$ cat config.mk
export PLATFORM = sky130hd
export DESIGN_NAME = command_escape_decoder_unit
export DESIGN_NICKNAME = d
export VERILOG_FILES = /design/src/rtl/cedu_pkg.sv /design/src/rtl/command_escape_decoder_unit.sv
export SDC_FILE = /design/constraint.sdc
export NUM_CORES = 1
export LEC_CHECK = 0
export BUFFER_PORTS_ARGS = -buffer_cell sky130_fd_sc_hd__buf_2
export CORE_AREA = 5 5 171 173
export DETAILED_ROUTE_END_ITERATION = 10
export DIE_AREA = 0 0 176 178
export PLACE_DENSITY = 0.59
export RECOVER_POWER = 100
export SLEW_MARGIN = 20
export SYNTH_ARGS = -nofsm -noshare
export SYNTH_HDL_FRONTEND = slang
export SYNTH_SLANG_ARGS = --single-unit
$ cat constraint.sdc
create_clock -name clk -period 3.9 [get_ports clk]
set_input_delay 0.585 -clock clk [delete_from_list [all_inputs] [get_ports clk]]
set_output_delay 0.585 -clock clk [all_outputs]
set_load 0.05 [all_outputs]
$ cat src/rtl/cedu_pkg.sv
// ----------------------------------------------------------------------------
// cedu_pkg
// Types, character codes and helpers shared by the command escape decoder.
// ----------------------------------------------------------------------------
package cedu_pkg;

  localparam int unsigned IN_TDATA_W  = 8;
  localparam int unsigned OUT_TDATA_W = 48;

  typedef enum logic [2:0] {
    MODE_IDLE  = 3'd0,
    MODE_ESC   = 3'd1,
    MODE_HEX0  = 3'd2,
    MODE_HEX1  = 3'd3,
    MODE_OCT   = 3'd4,
    MODE_DELAY = 3'd5
  } mode_t;

  typedef enum logic [2:0] {
    KIND_CHAR  = 3'd0,
    KIND_END   = 3'd1,
    KIND_DELAY = 3'd2,
    KIND_SEND  = 3'd3,
    KIND_WAIT  = 3'd4
  } kind_t;

  typedef struct packed {
    kind_t       token_kind;
    logic [7:0]  char_value;
    logic [31:0] delay_ms;
    logic        last;
  } result_t;

  localparam logic [7:0] CH_NUL       = 8'h00;
  localparam logic [7:0] CH_BACKSLASH = 8'h5c;
  localparam logic [7:0] CH_0         = 8'h30;
  localparam logic [7:0] CH_7         = 8'h37;
  localparam logic [7:0] CH_9         = 8'h39;
  localparam logic [7:0] CH_UA        = 8'h41;
  localparam logic [7:0] CH_UF        = 8'h46;
  localparam logic [7:0] CH_LA        = 8'h61;
  localparam logic [7:0] CH_LB        = 8'h62;
  localparam logic [7:0] CH_LD        = 8'h64;
  localparam logic [7:0] CH_LF        = 8'h66;
  localparam logic [7:0] CH_LM        = 8'h6d;
  localparam logic [7:0] CH_LN        = 8'h6e;
  localparam logic [7:0] CH_LR        = 8'h72;
  localparam logic [7:0] CH_LS        = 8'h73;
  localparam logic [7:0] CH_LT        = 8'h74;
  localparam logic [7:0] CH_LV        = 8'h76;
  localparam logic [7:0] CH_LW        = 8'h77;
  localparam logic [7:0] CH_LX        = 8'h78;

  localparam logic [7:0] CODE_ALERT = 8'd7;
  localparam logic [7:0] CODE_BS    = 8'd8;
  localparam logic [7:0] CODE_TAB   = 8'd9;
  localparam logic [7:0] CODE_LF    = 8'd10;
  localparam logic [7:0] CODE_VT    = 8'd11;
  localparam logic [7:0] CODE_FF    = 8'd12;
  localparam logic [7:0] CODE_CR    = 8'd13;

  // {valid, value}
  function automatic logic [4:0] hex_digit(input logic [7:0] c);
    logic [4:0] r;
    r = 5'd0;
    if (c >= CH_0 && c <= CH_9) begin
      r = {1'b1, c[3:0]};
    end else if ((c >= CH_UA && c <= CH_UF) || (c >= CH_LA && c <= CH_LF)) begin
      r = {1'b1, c[3:0] + 4'd9};
    end
    return r;
  endfunction

endpackage

$ cat src/rtl/command_escape_decoder_unit.sv
// ----------------------------------------------------------------------------
// command_escape_decoder_unit
// Decodes modem command string bytes with backslash escapes into tokens.
// ----------------------------------------------------------------------------
// Input stream s_*: one command byte per transaction, zero ends the string.
// Output stream m_*: one token per transaction (character, end of string,
// delay, send marker or wait); m_tlast marks the final token of one byte.
// A byte lands in an input register, is decoded in one pass against the
// escape state, and its zero, one or two tokens load a two-entry output
// queue. Throughput is one byte per cycle while m_tready stays high and
// each byte gives at most one token; a byte that closes a hex, octal or
// delay escape by lookahead and also yields its own token holds the next
// byte back until the single output port has drained the queue. A byte is
// decoded only when the queue empties in that cycle. When m_tready is low
// the queue holds, the input register keeps one byte, and s_tready drops.
// Reset empties both and returns the decoder to plain text mode.
// DELAY_WIDTH sets the delay accumulator width; delays saturate at its
// maximum and the low 32 bits are reported.
// ----------------------------------------------------------------------------
module command_escape_decoder_unit #(
  parameter int unsigned DELAY_WIDTH = 32
) (
  input  logic                             clk,
  input  logic                             rst,
  input  logic                             s_tvalid,
  output logic                             s_tready,
  input  logic [cedu_pkg::IN_TDATA_W-1:0]  s_tdata,   // [7:0] ch
  output logic                             m_tvalid,
  input  logic                             m_tready,
  output logic [cedu_pkg::OUT_TDATA_W-1:0] m_tdata,   // [2:0] token_kind,
                                                      // [10:3] char_value,
                                                      // [42:11] delay_ms
  output logic                             m_tlast
);
  import cedu_pkg::*;

  localparam int unsigned W = DELAY_WIDTH;

  logic                in_valid;
  logic [7:0]          in_ch;
  mode_t               mode, mode_next;
  logic [8:0]          digit_accum, digit_accum_next;
  logic [1:0]          digit_count, digit_count_next;
  logic [W-1:0]        delay_accum, delay_accum_next;
  logic                delay_is_wait, delay_is_wait_next;
  result_t             q0, q1;
  logic [1:0]          cnt;

  logic                pop, advance;
  logic [1:0]          cnt_after;
  logic                is_oct, is_dec, hex_ok;
  logic [3:0]          hex_val;
  logic                idle_has;
  mode_t               idle_mode;
  result_t             idle_res;
  result_t             r0, r1;
  logic                has0, has1;
  logic [W+3:0]        prod10;
  logic [W-1:0]        delay_inc;
  logic [W-1:0]        t_ms;
  logic [W+9:0]        prod1000;
  logic [W-1:0]        t_sec;
  logic [W+31:0]       t_ext;
  logic [W-1:0]        t_out;

  // ---------------- handshake ----------------
  assign m_tvalid  = (cnt != 2'd0);
  assign pop       = m_tvalid && m_tready;
  assign cnt_after = cnt - {1'b0, pop};
  assign advance   = in_valid && (cnt_after == 2'd0);
  assign s_tready  = !in_valid || advance;

  assign m_tdata = {5'd0, q0.delay_ms, q0.char_value, q0.token_kind};
  assign m_tlast = q0.last;

  // ---------------- byte classes and arithmetic ----------------
  assign is_oct  = (in_ch >= CH_0) && (in_ch <= CH_7);
  assign is_dec  = (in_ch >= CH_0) && (in_ch <= CH_9);
  assign {hex_ok, hex_val} = hex_digit(in_ch);

  assign prod10    = ({4'd0, delay_accum} << 3) + ({4'd0, delay_accum} << 1)
                   + {{W{1'b0}}, in_ch[3:0]};
  assign delay_inc = (prod10[W+3:W] != 4'd0) ? {W{1'b1}} : prod10[W-1:0];

  assign t_ms      = (delay_accum == '0) ? {{(W-1){1'b0}}, 1'b1} : delay_accum;
  assign prod1000  = ({10'd0, t_ms} << 10) - ({10'd0, t_ms} << 4) - ({10'd0, t_ms} << 3);
  assign t_sec     = (prod1000[W+9:W] != 10'd0) ? {W{1'b1}} : prod1000[W-1:0];
  assign t_out     = (in_ch == CH_LM) ? t_ms : t_sec;
  assign t_ext     = {32'd0, t_out};

  // byte handled as plain text
  always_comb begin
    idle_has             = (in_ch != CH_BACKSLASH);
    idle_mode            = (in_ch == CH_BACKSLASH) ? MODE_ESC : MODE_IDLE;
    idle_res.token_kind  = (in_ch == CH_NUL) ? KIND_END : KIND_CHAR;
    idle_res.char_value  = in_ch;
    idle_res.delay_ms    = 32'd0;
    idle_res.last        = 1'b0;
  end

  // ---------------- next state ----------------
  always_comb begin
    mode_next          = mode;
    digit_accum_next   = digit_accum;
    digit_count_next   = digit_count;
    delay_accum_next   = delay_accum;
    delay_is_wait_next = delay_is_wait;
    case (mode)
      MODE_IDLE: begin
        mode_next = idle_mode;
      end
      MODE_ESC: begin
        mode_next = MODE_IDLE;
        priority if (in_ch == CH_LX) begin
          mode_next = MODE_HEX0;
        end else if (in_ch == CH_LD || in_ch == CH_LW) begin
          mode_next          = MODE_DELAY;
          delay_accum_next   = '0;
          delay_is_wait_next = (in_ch == CH_LW);
        end else if (is_oct) begin
          mode_next        = MODE_OCT;
          digit_accum_next = {6'd0, in_ch[2:0]};
          digit_count_next = 2'd1;
        end else begin
          mode_next = MODE_IDLE;
        end
      end
      MODE_HEX0: begin
        if (hex_ok) begin
          mode_next        = MODE_HEX1;
          digit_accum_next = {5'd0, hex_val};
        end else begin
          mode_next = MODE_IDLE;
        end
      end
      MODE_HEX1: begin
        mode_next = hex_ok ? MODE_IDLE : idle_mode;
      end
      MODE_OCT: begin
        if (is_oct) begin
          digit_accum_next = {digit_accum[5:0], in_ch[2:0]};
          digit_count_next = digit_count + 2'd1;
          if (digit_count == 2'd2) begin
            mode_next = MODE_IDLE;
          end
        end else begin
          mode_next = idle_mode;
        end
      end
      MODE_DELAY: begin
        if (is_dec) begin
          delay_accum_next = delay_inc;
        end else if (in_ch == CH_LM || in_ch == CH_LS) begin
          mode_next = MODE_IDLE;
        end else begin
          mode_next = idle_mode;
        end
      end
      default: begin
        mode_next = MODE_IDLE;
      end
    endcase
  end

  // ---------------- results ----------------
  always_comb begin
    r0            = idle_res;
    r1            = idle_res;
    has0          = 1'b0;
    has1          = 1'b0;
    case (mode)
      MODE_IDLE: begin
        has0 = idle_has;
      end
      MODE_ESC: begin
        has0 = 1'b1;
        r0.token_kind = KIND_CHAR;
        unique case (in_ch)
          CH_NUL: r0.token_kind = KIND_END;
          CH_LA:  r0.char_value = CODE_ALERT;
          CH_LB:  r0.char_value = CODE_BS;
          CH_LF:  r0.char_value = CODE_FF;
          CH_LN:  r0.char_value = CODE_LF;
          CH_LR:  r0.char_value = CODE_CR;
          CH_LT:  r0.char_value = CODE_TAB;
          CH_LV:  r0.char_value = CODE_VT;
          CH_LS: begin
            r0.token_kind = KIND_SEND;
            r0.char_value = 8'd0;
          end
          CH_LX, CH_LD, CH_LW: has0 = 1'b0;
          default: has0 = !is_oct;
        endcase
      end
      MODE_HEX0: begin
        has0 = !hex_ok;
      end
      MODE_HEX1: begin
        has0          = 1'b1;
        r0.token_kind = KIND_CHAR;
        r0.char_value = hex_ok ? {digit_accum[3:0], hex_val} : digit_accum[7:0];
        has1          = !hex_ok && idle_has;
      end
      MODE_OCT: begin
        r0.token_kind = KIND_CHAR;
        if (is_oct) begin
          has0          = (digit_count == 2'd2);
          r0.char_value = {digit_accum[4:0], in_ch[2:0]};
        end else begin
          has0          = 1'b1;
          r0.char_value = digit_accum[7:0];
          has1          = idle_has;
        end
      end
      MODE_DELAY: begin
        has0          = !is_dec;
        r0.token_kind = delay_is_wait ? KIND_WAIT : KIND_DELAY;
        r0.char_value = 8'd0;
        r0.delay_ms   = t_ext[31:0];
        has1          = !is_dec && (in_ch != CH_LM) && (in_ch != CH_LS) && idle_has;
      end
      default: begin
        has0 = 1'b0;
      end
    endcase
    r0.last = !has1;
    r1.last = 1'b1;
  end

  // ---------------- registers ----------------
  always_ff @(posedge clk) begin
    if (rst) begin
      in_valid      <= 1'b0;
      mode          <= MODE_IDLE;
      digit_accum   <= '0;
      digit_count   <= '0;
      delay_accum   <= '0;
      delay_is_wait <= 1'b0;
      cnt           <= 2'd0;
    end else begin
      if (s_tready) begin
        in_valid <= s_tvalid;
      end
      if (advance) begin
        mode          <= mode_next;
        digit_accum   <= digit_accum_next;
        digit_count   <= digit_count_next;
        delay_accum   <= delay_accum_next;
        delay_is_wait <= delay_is_wait_next;
        cnt           <= {1'b0, has0} + {1'b0, has1};
      end else if (pop) begin
        cnt <= cnt - 2'd1;
      end
    end
  end

  always_ff @(posedge clk) begin
    if (s_tvalid && s_tready) begin
      in_ch <= s_tdata;
    end
    if (advance) begin
      q0 <= r0;
      q1 <= r1;
    end else if (pop) begin
      q0 <= q1;
    end
  end

endmodule

* Word-level counts from Yosys, hierarchy flattened *
Index checks and enable logic that the tools add are counted.

word-level totals
  bits in registers = 112
  bits of input ports = 12
  output and inout port bits = 51
  word-level logic and storage cells = 149

operators by class
  add/sub/neg operators = 9
  magnitude comparators = 7
  eq/ne operators = 31
  muxes and demuxes = 49
  bitwise logic cells = 1
  reductions and logical operators = 38

operators by type and width
  cell                                                                   count
  32-bit 2-to-1 mux                                                      8
  8-bit by 7-bit == test with 1-bit output, second input constant        13
  44-bit 2-to-1 mux                                                      2
  32-bit one-hot mux with 2 select lines                                 1
  8-bit one-hot mux with 8 select lines                                  1
  8-bit 2-to-1 mux                                                       7
  11-bit one-hot mux with 4 select lines                                 1
  42-bit by 35-bit subtractor with 42-bit output                         1
  42-bit by 36-bit subtractor with 42-bit output                         1
  35-bit by 33-bit adder with 36-bit output                              1
  36-bit by 4-bit adder with 36-bit output                               1
  32-bit logical NOT                                                     1
  8-bit by 7-bit != test with 1-bit output, second input constant        3
  8-bit one-hot mux with 3 select lines                                  1
  3-bit 2-to-1 mux                                                       7
  3-bit one-hot mux with 6 select lines                                  1
  8-bit by 7-bit >= comparator with 1-bit output, second input constant  2
  8-bit by 6-bit <= comparator with 1-bit output, second input constant  2
  8-bit by 7-bit <= comparator with 1-bit output, second input constant  2
  2-bit != test, second input constant                                   8
  2-bit 2-to-1 mux                                                       7
  1-bit logical AND                                                      11
  5-bit 2-to-1 mux                                                       2
  10-bit nonzero test                                                    1
  32 further kinds                                                       50

* Depth between registers and ports, before layout *
Gate-level depths: netlist of the first run.

  word-level depth = 10
  gate-level depth with buffers = 19
  depth with buffers taken out = 16

* Least setup slack after synthesis of the first run *
OpenSTA, ideal clock, no wires.

  kind = register to register
  start = register delay_accum[17]
  end = register q0, in the netlist m_tdata[14] (data pin)
  setup time = 261 ps
  arrival = 4,061 ps
  data required time = 3,639 ps
  setup slack = -422 ps
  cell stages (with the launch flop) = 20
  buffers on the path = 3
  period minus slack after synthesis = 4,322 ps
  cells stage by stage = dfxtp_1 clkbuf_1 nor4_1 nand4_1 o21bai_1 inv_1 fa_1 inv_1 ha_1 buf_2 a21oi_1 nand2_1 o21ai_0 a31oi_1 a211oi_1 mux2i_1 nand4_2 nor4_4 buf_6 a21oi_2

on the way
  word-level cells in the longest chain between the ends = 9

RTL lines
  element                                         RTL line                            RTL
  start: declaration                              command_escape_decoder_unit.sv:44   logic [W-1:0] delay_accum, delay_accum_next;
  start signal: assignment                        command_escape_decoder_unit.sv:248  delay_accum <= delay_accum_next;
  32-bit logical NOT                              command_escape_decoder_unit.sv:85   assign t_ms = (delay_accum == '0) ? {{(W-1){1'b0}}, 1'b1} : delay_accum;
  32-bit 2-to-1 mux (*)                           command_escape_decoder_unit.sv:85
  42-bit by 36-bit subtractor with 42-bit output  command_escape_decoder_unit.sv:86   assign prod1000 = ({10'd0, t_ms} << 10) - ({10'd0, t_ms} << 4) - ({10'd0, t_ms} << 3);
  42-bit by 35-bit subtractor with 42-bit output  command_escape_decoder_unit.sv:86
  10-bit nonzero test                             command_escape_decoder_unit.sv:87   assign t_sec = (prod1000[W+9:W] != 10'd0) ? {W{1'b1}} : prod1000[W-1:0];
  32-bit 2-to-1 mux                               command_escape_decoder_unit.sv:87
  32-bit 2-to-1 mux (*)                           command_escape_decoder_unit.sv:88   assign t_out = (in_ch == CH_LM) ? t_ms : t_sec;
  32-bit 2-to-1 mux (*)                           command_escape_decoder_unit.sv:171  case (mode)
  44-bit 2-to-1 mux (*)                           command_escape_decoder_unit.sv:261  if (advance) begin
  end signal: assignment                          command_escape_decoder_unit.sv:262  q0 <= r0;
  end signal: assignment                          command_escape_decoder_unit.sv:265  q0 <= q1;
  end: declaration                                command_escape_decoder_unit.sv:46   result_t q0, q1;

Every way passes the cells marked *; elsewhere a longest branch is shown, timed or not.
A chain may end at the register's enable or synchronous reset.

* Worst setup path after layout of the first run *
  start = register delay_accum[1]
  end = register q0, in the netlist m_tdata[33] (data pin)

The elaborated chain is that of the path after synthesis.

==> results of run 1 <==
==> state kept, by name, indices dropped and copies added (netlist names) <==
| signal | count |
|---|---|
| digit_accum | 8 |
| delay_is_wait | 1 |
| in_valid | 1 |
| m_tdata | 43 |
| digit_count | 2 |
| in_ch | 8 |
| q1 | 9 |
| m_tlast | 1 |
| cnt | 2 |
| delay_accum | 32 |
| mode | 3 |
==> area by class of cell <==
class,instances,area [sq um],share of cell area (%)
multi-input combinational,1053,7660,60.1
sequential,110,2820,22.1
timing repair buffer,186,1230,9.68
tap,346,433,3.40
inverter,69,259,2.03
clock buffer,10,229,1.80
clock inverter,6,105,0.825
==> metrics by stage <==
step                worst slack (ps)  util [%]  cell area (sq um)
finish                          -254      46.3              12700
global route                    -444      46.3              12700
CTS                             -262      46.6              12800
detailed placement              -429      44.4              12200
global placement                -396      44.4              12200
floorplan                       -304         -              11000
==> worst max-delay path, stage by stage (launching register included) <==
cell	delay (ps)
dfxtp_1	320
nor4_2	280
nand4_1	180
o21bai_1	250
inv_2	70
fa_1	510
inv_2	50
ha_4	290
nand4_1	140
buf_4	180
buf_4	120
o31ai_2	210
buf_4	170
a31o_4	160
mux2i_1	200
o211ai_1	160
nor4_4	190
buf_4	200
buf_12	150
a21oi_2	60
==> power by group <==
| part | internal (uW) | total [uW] | switching, uW |
|---|---|---|---|
| Combinational | 173 | 1110 | 936 |
| Sequential | 1480 | 1580 | 95.3 |
| Clock | 577 | 1040 | 467 |
==> cell usage in the layout, fill, tap and decap left out, drive strengths merged, types with 6 or more instances in the layout <==
| master | instances |
|---|---|
| buf | 131 |
| nand2b | 18 |
| or3 | 6 |
| nand3 | 31 |
| and3 | 12 |
| o211ai | 13 |
| ha | 134 |
| a22oi | 26 |
| xor2 | 36 |
| mux2i | 14 |
| o22ai | 8 |
| nor2b | 13 |
| dfxtp | 49 |
| nor2 | 82 |
| inv | 70 |
| o31ai | 12 |
| clkbuf | 65 |
| nand4 | 22 |
| o21ai | 96 |
| nor3 | 24 |
| a21oi | 142 |
| a31oi | 13 |
| fa | 12 |
| a311oi | 6 |
| a211oi | 12 |
| o21a | 7 |
| edfxtp | 61 |
| o21bai | 27 |
| nand2 | 138 |
| xnor2 | 27 |
| nor4 | 17 |
| a21o | 22 |
==> kinds of logic after synthesis <==
family                   after synthesis  share of synthesized area [%]
XOR/XNOR                              63                           5.07
AO/OA/AOI/OAI                        425                           25.2
multiplexers                          19                           1.84
AND/OR/NAND/NOR                      395                           18.1
flip-flops                           110                           25.9
other                                  1                         0.0345
adder cells (fa/ha/maj)              146                           17.6
buffers and inverters                164                           6.28
==> routing by layer <==
layer / vias up / global-route usage [%]
met1: 4912 / 28.5
met2: 268 / 38.1
met3: 38 / 2.33
met5: - / 0
li1: 5039 / -
met4: 0 / 4.65
==> Yosys cell counts, types with 7 or more instances <==
cell type	instances
a211oi_1	12
a31oi_1	11
o22ai_1	8
nor2_1	82
o21bai_1	27
fa_1	12
nor3_1	22
o211ai_1	12
a22oi_1	26
o21ai_0	91
nand4_1	21
nand2b_1	18
xnor2_1	27
a21oi_2	11
ha_1	134
nand3_1	30
buf_2	17
and3_1	12
xor2_1	36
dfxtp_1	49
mux2i_1	14
inv_1	68
edfxtp_1	61
o21a_1	7
nand2_1	136
o31ai_1	12
nor2b_1	13
nor4_1	15
a21o_1	22
a21oi_1	130
clkbuf_1	69
==> worst max-delay path by stage <==
stage	endpoint	slack (ps)	depth (start not counted)
after floorplan	m_tdata[14]	-300	19
after global placement	m_tdata[15]	-400	18
after detailed placement	m_tdata[15]	-430	18
after CTS	m_tdata[41]	-260	18
after global routing	m_tdata[37]	-440	19
final	m_tdata[33]	-250	19
==> repair_timing <==
action | CTS | global route
gates resized for setup | 26 | 16
gates cloned | 3 | 0
endpoints found under the setup margin | 32 | 34
pin swaps | 17 | 15
setup buffers | 9 | 4
==> impl_metrics.toml, run 1 <==
[route]
firstDrtPassIters = 5
route.met3.wl_um = 1550
via_per_inst = 5.76
wl_per_cell_um = 19.1
drc = 0
ant_nets = 0
vias = 10257
wl_met2_um = 16800
drt_wl_total_um = 34000
drt-met1-wl_um = 15100
drtIter0Drc = 1030
dr.max_layer_used = "met4"

[synth]
syn_inst = 1323
synthesis.area_sq_um = 10900
async_reset_ff_share_pct = 0
synth_warnings = 0
synth_edf_count = 61
synth_area_per_cell_sq_um = 8.22
synth_top_area_cell = "edfxtp_1"
ys_types = 84
synthTopCellsByArea = "edfxtp_1 17%, ha_1 15%, dfxtp_1 9.0%"
yosysTopAreaCellShare_pct = 16.8
synth_flop_cell = "edfxtp_1"
synth.ff_latch_count = 110
seq_area_frac_synth_pct = 25.9

[critical_path]
r2r-end = "m_tdata[33]"
startpoint_type = "flop"
critical_path.max_fanout = 8
cp-end-kind = "flop"
crit_required_ps = 4020
worstSetupPathType = "reg2reg"
r2r_setup_slack_ps = -250
critPathArrivalTime_ps = 4280
critPathLaunch = "delay_accum[1]"
ff2ff_path_depth = 19
r2r-start = "delay_accum[1]"

[run]
max_cap_viol_count = 0

[sta]
worst_pin_slew_ps = 1080
drv_slew = 0
fin_setup_tns_ps = -7650
rsz0062_at_grt = "yes"
skew_ps = 17.1
worst_slack_ps = -254
finalHoldViolCount = 0
period_share_pct = 107
holdWs_ps = 388
fin_crit_ps = 4150
clock.fmax_ghz = 0.241
finalSetupViolCount = 32
max_slew_margin_pct = 28.1

[clock_tree]
insertion_delay_ps = 370
cts_max_path_buffers = 2
root_buffer = "clkbuf_16"
hold_buffers = 0
cts_tree = "yes"
clkSlewWorstSetupHoldPaths_ps = 80
cts_buffers = 9
h-tree-depth = 3
cts.sinks = 110

[finish]
num-nets-final = 1587
drive_above_1_share_pct = 16.8
diodes = 0
fillers = 2724
area_growth_pct = 17.1
fin_cells = 1780

[floorplanning]
io_pins = 63
die_w_um = 176
start_util_pct = 39.6
die_y_um = 178
dieArea_sq_um = 31300
core-area_sq_um = 27500
rows = 61

[min_path]
hp-class = "in2reg"
min_to = "in_ch[0]"
hold_start = "s_tdata[0]"
worst_hold_path.num_cells = 1

[outcome]
status = "complete, but fails checks"
failed_checks = "negative setup slack"

[place]
dp_hpwl_um = 26100
dp_cells = 1752
port_buffers = 57
gp_congestion = 0.952

[power]
total_power_uw = 3730
powerDensity_nw_per_um2 = 293
vdd_ir_drop_max_v = 0.000236
total_leakage_power_uw = 0.00579

[global_route]
grt_pass1_wl_um = 54000
grt_pass1_vias = 9966
grt_max_degree = 45
gr-usage-all-layers_pct = 21.5
antenna_found_initial = 0
grt.overflow.total = 0
No activity file was read; power rests on OpenSTA's default activity.
==> run 2, diff against run 1 <==
PLACE_DENSITY = 0.57   (was 0.59)
REMOVE_ABC_BUFFERS = 1   (was default)
clock period = 4.2 ns   (was 3.9 ns; I/O delays follow)
==> run 2 against run 1 <==
  * The run ends with max-capacitance violations, max-slew violations, negative setup slack left
  * Non-clock buffer count decreased by 40
  * Register-to-register slack improved by 150 ps
  * Global-route usage decreased by 0.55 points
  * Largest power group unchanged
  * Final cell count decreased by 2.2%
  * Maximum frequency decreased by 3.5%
  * Clock skew decreased by 1.6 ps
  * Core utilization decreased by 1.6 points
==> impl_metrics.toml, run 2 (synthesized netlist as in run 1, its figures left out) <==
[run]
max_cap_viol_count = 1

[outcome]
status = "complete, but fails checks"
failed_checks = "max-capacitance violations, max-slew violations, negative setup slack"

[critical_path]
cp-end-kind = "flop"
crit_required_ps = 4310
critPathLaunch = "delay_accum[5]"
r2r-start = "delay_accum[5]"
critPathArrivalTime_ps = 4420
critical_path.max_fanout = 8
startpoint_type = "flop"
worstSetupPathType = "reg2reg"

[sta]
holdWs_ps = 440
drv_slew = 45
fin_crit_ps = 4310
finalHoldViolCount = 0
finalSetupViolCount = 24
worst_slack_ps = -106
clock.fmax_ghz = 0.232
rsz0062_at_grt = "yes"
skew_ps = 15.5
worst_pin_slew_ps = 1910
max_slew_margin_pct = -27.7
period_share_pct = 103

[floorplanning]
die_w_um = 176
dieArea_sq_um = 31300
rows = 61
die_y_um = 178
core-area_sq_um = 27500
start_util_pct = 39.6
io_pins = 63

[route]
drt_wl_total_um = 33700
drtIter0Drc = 685
ant_nets = 0
vias = 10135
via_per_inst = 5.82
wl_per_cell_um = 19.4
drc = 0
firstDrtPassIters = 5

[finish]
area_growth_pct = 13.0
num-nets-final = 1547
diodes = 0
drive_above_1_share_pct = 12.8
fillers = 2776
layout_common_cells = "136 x nand2_1, 133 x ha_1, 127 x a21oi_1"
largest_register_ffs = 43
final_common_cell = "nand2_1"

[clock_tree]
root_buffer = "clkbuf_16"
cts_tree = "yes"
cts.sinks = 110
clkSlewWorstSetupHoldPaths_ps = 80
cts_max_path_buffers = 2
cts_buffers = 9
hold_buffers = 0
insertion_delay_ps = 370
h-tree-depth = 3

[place]
gp_congestion = 0.964
port_buffers = 57
dp_hpwl_um = 25100

[power]
total_power_uw = 3400
powerDensity_nw_per_um2 = 276
vdd_ir_drop_max_v = 0.000224
total_leakage_power_uw = 0.00559

[global_route]
grt_pass1_wl_um = 52900
grt_pass1_vias = 9517
gr-usage-all-layers_pct = 20.9
grt.overflow.total = 0
grt_max_degree = 45
antenna_found_initial = 0

[min_path]
hp-class = "in2reg"
hold_start = "s_tdata[5]"
[run 2: changes by cell type in the layout (fill, tap and decap cells not counted), sizes merged]
cell / delta
bufbuf: +1
clkbuf: -1
bufinv: -1
inv: +1
buf: -40
[run 2: per-layer routing]
metal / routed length [um] / up-vias / track usage [%]
li1: - / 4963 / -
met1: 15500 / 4781 / 29.0
met2: 15400 / 331 / 33.9
met3: 1830 / 60 / 3.05
met4: 1010 / 0 / 6.56
met5: 0 / - / 0
[run 2: through the flow]
stage          worst slack, ps  util, %  instances  TNS (ps)  instance area (sq um)
4_1_cts                  -7.63     44.9       1740     -39.1                  12300
2_1_floorplan             -631        -       1232    -19610                  10500
6_report                  -106     44.7       1740     -1490                  12300
5_1_grt                   -282     44.7       1740    -10840                  12300
3_3_place_gp              -122     42.9       1711     -3680                  11800
3_5_place_dp              -262     42.9       1711     -8010                  11800
[run 2: path summary, 6_finish.rpt]
| kind | slack, ps | cells after the start | end |
|---|---|---|---|
| setup reg to reg | -110 | 18 | m_tdata[33] |
| setup / recovery | -110 | 18 | m_tdata[33] |
| hold / removal | 440 | 1 | in_ch[5] |
| hold reg to reg | 500 | 2 | digit_accum[7] |
[run 2: area by class of cell]
type	count	area, sq um	share of cell area (%)
multi-input cells	1053	7540	61.3
flip-flops and latches	110	2820	22.9
repair buffers	146	940	7.65
well taps	346	433	3.52
inverters	69	259	2.11
clock buffers	10	229	1.86
clock inverters	6	76.3	0.621
[run 2: repair_timing]
action,in CTS,in global routing
endpoints found under the setup margin,32,32
pin swaps,10,3
cloned,3,0
gates resized for setup,26,6
buffers inserted,11,0
[run 2: critical path, stage by stage (launching register included)]
cell	delay, ps
dfxtp_2	340
nor4_4	290
nand4_1	180
o21bai_1	230
inv_1	100
fa_1	500
inv_2	50
ha_4	260
nand4_1	180
a21oi_2	220
o211ai_2	100
nand3_2	140
a31oi_4	100
or2_4	250
mux2_4	310
nor4_4	270
buf_4	170
bufbuf_16	270
a21oi_1	60
[run 2: where the power goes]
part	leakage, uW	internal, uW	switching, uW
Combinational	0.00446	165	867
Sequential	0.000983	1380	78.9
Clock	0.000150	474	427
Total	0.00559	2020	1370
